$ cat src/ptd_rem_unit.sv
// ----------------------------------------------------------------------------
// ptd_rem_unit
// Bit-serial restoring remainder: one dividend bit per cycle, one
// compare-and-subtract shared across all divisor trials.
// ----------------------------------------------------------------------------
module ptd_rem_unit #(
  parameter int NUMBER_BITS = 24
) (
  input  logic                   clk,
  input  logic                   rst_n,
  input  logic                   start,
  input  logic [NUMBER_BITS-1:0] dividend,
  input  logic [NUMBER_BITS-1:0] divisor,
  output logic                   done,
  output logic [NUMBER_BITS-1:0] rem
);

  localparam int CW = $clog2(NUMBER_BITS);

  logic                   busy_r, busy_nxt;
  logic                   done_r, done_nxt;
  logic [CW-1:0]          cnt_r, cnt_nxt;
  logic [NUMBER_BITS-1:0] dvd_r, dvd_nxt;
  logic [NUMBER_BITS-1:0] dsr_r, dsr_nxt;
  logic [NUMBER_BITS-1:0] rem_r, rem_nxt;
  logic [NUMBER_BITS:0]   trial;

  always_comb begin
    busy_nxt = busy_r;
    done_nxt = 1'b0;
    cnt_nxt  = cnt_r;
    dvd_nxt  = dvd_r;
    dsr_nxt  = dsr_r;
    rem_nxt  = rem_r;
    trial    = {rem_r, dvd_r[NUMBER_BITS-1]};
    if (start) begin
      busy_nxt = 1'b1;
      cnt_nxt  = '0;
      dvd_nxt  = dividend;
      dsr_nxt  = divisor;
      rem_nxt  = '0;
    end else if (busy_r) begin
      // partial remainder stays below the divisor, so it fits the word
      if (trial >= {1'b0, dsr_r}) begin
        rem_nxt = NUMBER_BITS'(trial - {1'b0, dsr_r});
      end else begin
        rem_nxt = trial[NUMBER_BITS-1:0];
      end
      dvd_nxt = {dvd_r[NUMBER_BITS-2:0], 1'b0};
      cnt_nxt = cnt_r + CW'(1);
      if (cnt_r == CW'(NUMBER_BITS - 1)) begin
        busy_nxt = 1'b0;
        done_nxt = 1'b1;
      end
    end
  end

  always_ff @(posedge clk) begin
    if (!rst_n) begin
      busy_r <= 1'b0;
      done_r <= 1'b0;
      cnt_r  <= '0;
    end else begin
      busy_r <= busy_nxt;
      done_r <= done_nxt;
      cnt_r  <= cnt_nxt;
    end
    dvd_r <= dvd_nxt;
    dsr_r <= dsr_nxt;
    rem_r <= rem_nxt;
  end

  assign done = done_r;
  assign rem  = rem_r;

endmodule

$ cat config.mk
export PLATFORM = sky130hd
export DESIGN_NAME = ptd_rem_unit
export DESIGN_NICKNAME = d
export VERILOG_FILES = /design/src/ptd_rem_unit.sv
export SDC_FILE = /design/constraint.sdc
export NUM_CORES = 1
export LEC_CHECK = 0
export ABC_AREA = 1
export BUFFER_PORTS_ARGS = -buffer_cell sky130_fd_sc_hd__buf_2
export CORE_MARGIN = 5
export CORE_UTILIZATION = 25
export CTS_CLUSTER_DIAMETER = 120
export DETAILED_ROUTE_END_ITERATION = 10
export SLEW_MARGIN = 15
export SYNTH_ARGS = -nofsm -noshare
export SYNTH_HDL_FRONTEND = slang
export SYNTH_SLANG_ARGS = --single-unit
export TNS_END_PERCENT = 1
$ cat constraint.sdc
create_clock -name clk -period 2.4 [get_ports clk]
set_input_delay 0.12 -clock clk [delete_from_list [all_inputs] [get_ports clk]]
set_output_delay 0.12 -clock clk [all_outputs]
set_load 0.01 [all_outputs]
# Word level (Yosys, flattened, before mapping)

Cells that the tools add are included.

Memory bits (read-only): 0
Output and inout bits: 25
Bits in registers: 79
Input port bits: 51
Bits in writable memories: 0
Memories kept: 0
Bits in latches: 0
Logic and storage cells: 22

Mux-type cells: 7
$add $sub $neg: 2
Order comparisons: 1
Eq/ne operators: 1
Bitwise logic cells: 2
Reductions and logical operators: 3
Divide/modulo/power cells: 0
$mul: 0
Shift operators: 0

Operators by type and width:

| kind                  | number |
|---|---|
| $mux W24              | 3 |
| $ge A25 B24 Y1        | 1 |
| $sub A24 B24 Y24      | 1 |
| $add A5 B1 Y5 const B | 1 |
| $eq A5 B5 Y1 const B  | 1 |
| $mux W1               | 4 |
| $reduce_or A3 Y1      | 1 |
| $not A1 Y1            | 2 |
| $reduce_bool A2 Y1    | 1 |
| $reduce_or A2 Y1      | 1 |

# Longest topological paths before layout

Word-level depth: 4
Gate-level depth with buffers: 15

# Worst setup path before layout

Ideal clock, no wire load.

Kind: register -> register
Start point: register rem_r[11] (netlist: rem[11])
End point: register rem_r[10] (netlist: rem[10])
Data arrival time: 1.708 ns
Period minus slack after synthesis: 1.871 ns
Stages on the path, launching flop included: 13
Path buffers: 1
Slack: 0.529 ns
Cell sequence: dfxtp_1 ha_1 nand2_1 inv_1 nand2_1 nand2_1 nand2_1 nand2_1 a21oi_4 buf_2 nand4_1 nand3_1 o21ai_1

Word-level cells in the longest chain between the ends: 2

RTL lines:

| what                   | RTL line | source |
|---|---|---|
| from (decl)            | 25       | `logic [NUMBER_BITS-1:0] rem_r, rem_nxt;` |
| from (signal assigned) | 70       | `rem_r <= rem_nxt;` |
| $ge A25 B24 Y1         | 44       | `if (trial >= {1'b0, dsr_r}) begin` |
| $mux W24               | 44       |  |

No other way between the ends.
A chain may end at the register's enable or synchronous reset.

# Final worst setup path

Start point: register dsr_r[12]
End point: register rem_r[21] (netlist: rem[21])

Word-level cells in the longest chain between the ends: 2

RTL lines:

| what                                               | RTL line | source |
|---|---|---|
| from (decl)                                        | 24       | `logic [NUMBER_BITS-1:0] dsr_r, dsr_nxt;` |
| from (signal assigned)                             | 69       | `dsr_r <= dsr_nxt;` |
| $sub A24 B24 Y24 or $ge A25 B24 Y1 (tied branches) | 45, 44   |  |
| $mux W24 *                                         | 44       |  |

Mark *: on every way between the ends. The rest lies on a longest branch, timed or not.

==> impl_results.md <==
* Status: finished, final reports clean
* Die width at 152.6 um
* Maximum VDD drop at 0.2928 mV
* Clk slew on worst S/H paths at 0.07 ns
* Sw Ratio at 0.2560
* Area leader, netlist: edfxtp_1
* Number of DRC markers in iteration 0 at 225
* DRT Pass-1 Iters at 4
* Int Pwr at 2.625 mW
* Combinational power share at 0.112
* CTS tree: done
* Least-Margin Pin Slew at 1.109 ns
* Sequential share of the synthesized area at 0.4058
* CORE AREA at 20100 sq um
* Crit path kind: reg -> reg
* Met2 Usage GRT at 0.2112
* Clock Sinks at 79
* Antenna violations before repair at 0
* Fin. max-slew vios at 0
* Worst r2r src: dsr_r[12]$_DFFE_PP_
* CP max-delay cell: edfxtp_1
* CP arrival at 2.49 ns
* Clock Tree Buf Depth at 2
* Crit path time final at 2.193 ns
* Die height at 152.6 um
* Worst Path Required at 2.69 ns
* Placed Cells incl. Taps at 1064
* R2R cell count at 13
* Largest net degree at the start of global routing at 40
* Synth Instances at 724
* CP Capture Point: rem[21]$_SDFFE_PP0P_
* Share of layout cells above drive strength 1 at 0.1413
* CP startpoint kind: register
* Setup violators final at 0
* Global-route met1 utilization at 0.1595
* Pre-CTS WS at 0.1799 ns
* RSZ-0062 raised after global routing: yes
* Final hold viol count at 0
* Top cells by area, synth: edfxtp_1 (28%), nand2_1 (20%), dfxtp_1 (12%)
* Crit. Startpoint: dsr_r[12]$_DFFE_PP_
* Max-cap viol count at 0
* Total chip power at 3.528 mW
* Pleak at 3.330 nW
* Max incr delay on CP at 0.38 ns
* Via count at 4682
* TritonCTS Buffers at 9
* Pwr Density at 552.1 nW/um^2
* Yosys cell types at 33
* Core Rows at 52
* Crit path top cell by count: nand2_1
* Mapped Nets at 801
* Register area at 2062 sq um
* CP max FO at 24
* Root Driver: clkbuf_16
* Residual DRC at 0
* Fillers at 2169
* Diode count at 0
* Post-Syn Area at 5081 sq um
* Grt ovf at 0
* GRT Total Usage at 0.1248
* Sequential Power Share at 0.441
* Slew Limit Headroom at 0.2580
* Ys Warns at 0
* Yosys top cell area share at 0.2837
* Clk pwr share at 0.447
* Final HPWL DP at 10760 um
* Syn avg cell area at 7.018 sq um
* Top-Level Pins at 76
* RePlAce Congestion at 0.9013
* Vias in the first global route at 4737
* Worst setup EP type: register
* Htree depth at 3
* Worst R2R End: rem[21]$_SDFFE_PP0P_
* Antenna Nets Post-Route at 0
* Full die area at 23280 sq um
* Hold WC Path Type: in -> reg
* Final Non-Filler Cells at 1105
* Fmax at 0.4561 GHz
* Worst-path cell chain: inv_1 > ha_1 > nand2_1 > inv_1 > nand2_1 > nand2_1 > nand2_1 > nand2_1 > a21oi_4 > nand3_4 > nand3_1 > nand3_1 > nand2_1
* Footprint of the multi-input gates at 2404 sq um
* Final Net Count at 907
* R2R Setup Slk at 0.21 ns
* Global-route wire length before repair at 23790 um
* Port Buf Inserts at 75
* Mean number of vias per cell at 4.237
* P_sw at 903.2 uW
* Final period utilization at 0.9136
* Worst-skew pair later-pin latency at 0.36 ns
* Drt total wl at 14180 um
* Wirelength per Cell at 12.84 um
* Final WS setup at 0.2073 ns
* Starting density of the core at 0.2527
* Layout Skew at 0.01225 ns
* Area Growth Syn to Fin at 25.76%
* Synth Register Bits at 79
* Top Usage Layer GRT: met2
* Met3 Usage GRT at 0.03777
## cell usage in the layout (no fill, tap or decap), drive strengths merged
master	count
edfxtp	48
ha	25
nor3	6
or2	2
nand3b	2
nand2	275
bufinv	2
xor2	3
a21oi	15
and2	2
dfxtp	31
o21ai	13
dlygate4sd3	25
nand3	58
nand4	30
nor4	1
clkbuf	9
fa	1
buf	87
inv	147
xnor2	9
a21o	1
nor2	43
## metrics by stage
| stage | instance area [sq um] | TNS [ns] | hold WS, ns | utilization |
|---|---|---|---|---|
| final | 6390 | 0 | 0.01921 | 0.3178 |
| after global routing | 6390 | -0.003477 | 0.01531 | 0.3178 |
| after CTS | 6382 | 0 | 0.004007 | 0.3175 |
| after detailed placement | 5798 | 0 | 0.2983 | 0.2884 |
| after global placement | 5798 | 0 | 0.2983 | 0.2884 |
| after floorplan | 5081 | 0 | 0.2189 | - |
## power groups by stage
stage,Clock [mW],Sequential [mW],Combinational [mW]
3_3_place_gp,0,1.58,0.366
3_5_place_dp,0,1.59,0.367
6_report,1.58,1.56,0.397
5_1_grt,1.67,1.56,0.456
2_1_floorplan,0,1.58,0.239
4_1_cts,1.62,1.56,0.402
## critical path, delay by kind of cell, from the launching register on
| kind | cells | cell delay (ns) |
|---|---|---|
| flops | 1 | 0.38 |
| simple gates | 9 | 1.08 |
| fa+ha+maj | 1 | 0.29 |
| buf+inv | 2 | 0.17 |
| compound gates | 1 | 0.21 |
## state kept, by name, summed over array words and instances (netlist names)
register,cells
dsr_r,24
busy_r,1
rem,24
dvd_r,24
cnt_r,5
done,1
## worst min-delay path by stage
stage / from / depth (start not counted) / end
5_1_grt: dividend[13] / 3 / dvd_r[13]$_DFFE_PP_
4_1_cts: dividend[0] / 3 / dvd_r[0]$_SDFFCE_PN0P_
2_1_floorplan: divisor[0] / 0 / dsr_r[0]$_DFFE_PP_
3_5_place_dp: divisor[22] / 1 / dsr_r[22]$_DFFE_PP_
6_report: dividend[0] / 3 / dvd_r[0]$_SDFFCE_PN0P_
3_3_place_gp: divisor[10] / 1 / dsr_r[10]$_DFFE_PP_
## cell families after synthesis
kind of cell | synth area share
AND/OR/NAND/NOR | 0.3548
AO/OA/AOI/OAI | 0.03127
XOR/XNOR | 0.02069
adder cells (fa/ha/maj) | 0.06550
buffers and inverters | 0.1219
flip-flops | 0.4058
## synthesized netlist by cell type
master and n:
a21o_1 1, a21oi_1 14, a21oi_4 1, and2_1 2, buf_1 1, buf_2 6, buf_6 2, clkbuf_1 8
dfxtp_1 31, edfxtp_1 48, fa_1 1, ha_1 25, inv_1 140, inv_2 2, nand2_1 273, nand2_2 2
nand3_1 57, nand3_4 1, nand3b_1 2, nand4_1 29, nand4_4 1, nor2_1 38, nor2_2 4, nor2_4 1
nor3_1 5, nor3_2 1, nor4_1 1, o21ai_0 4, o21ai_1 9, or2_1 1, or2_2 1, xnor2_1 9
xor2_1 3
## metal layers
layer / up-vias / routed length [um] / share of wire
met5: - / 0 / 0
met4: 0 / 109 / 0.0077
met3: 8 / 816 / 0.058
met2: 99 / 6647 / 0.47
met1: 2100 / 6609 / 0.47
li1: 2475 / - / -
## final cells by class
| cell class | instances | area share |
|---|---|---|
| multi-input cells | 486 | 0.3762 |
| flip-flops and latches | 79 | 0.3227 |
| repair buffers | 112 | 0.1126 |
| inverters | 142 | 0.08341 |
| well taps | 270 | 0.05287 |
| clock buffers | 9 | 0.03525 |
| clock inverters | 7 | 0.01704 |
## timing repair
action | 4_1_cts | 5_1_grt
hold endpoints to repair | 25 | 0
setup endpoints to repair | 0 | 8
resized for setup | 0 | 2
buffers inserted | 0 | 0
hold buffers | 25 | 0
Power figures use the tool's default switching activity.
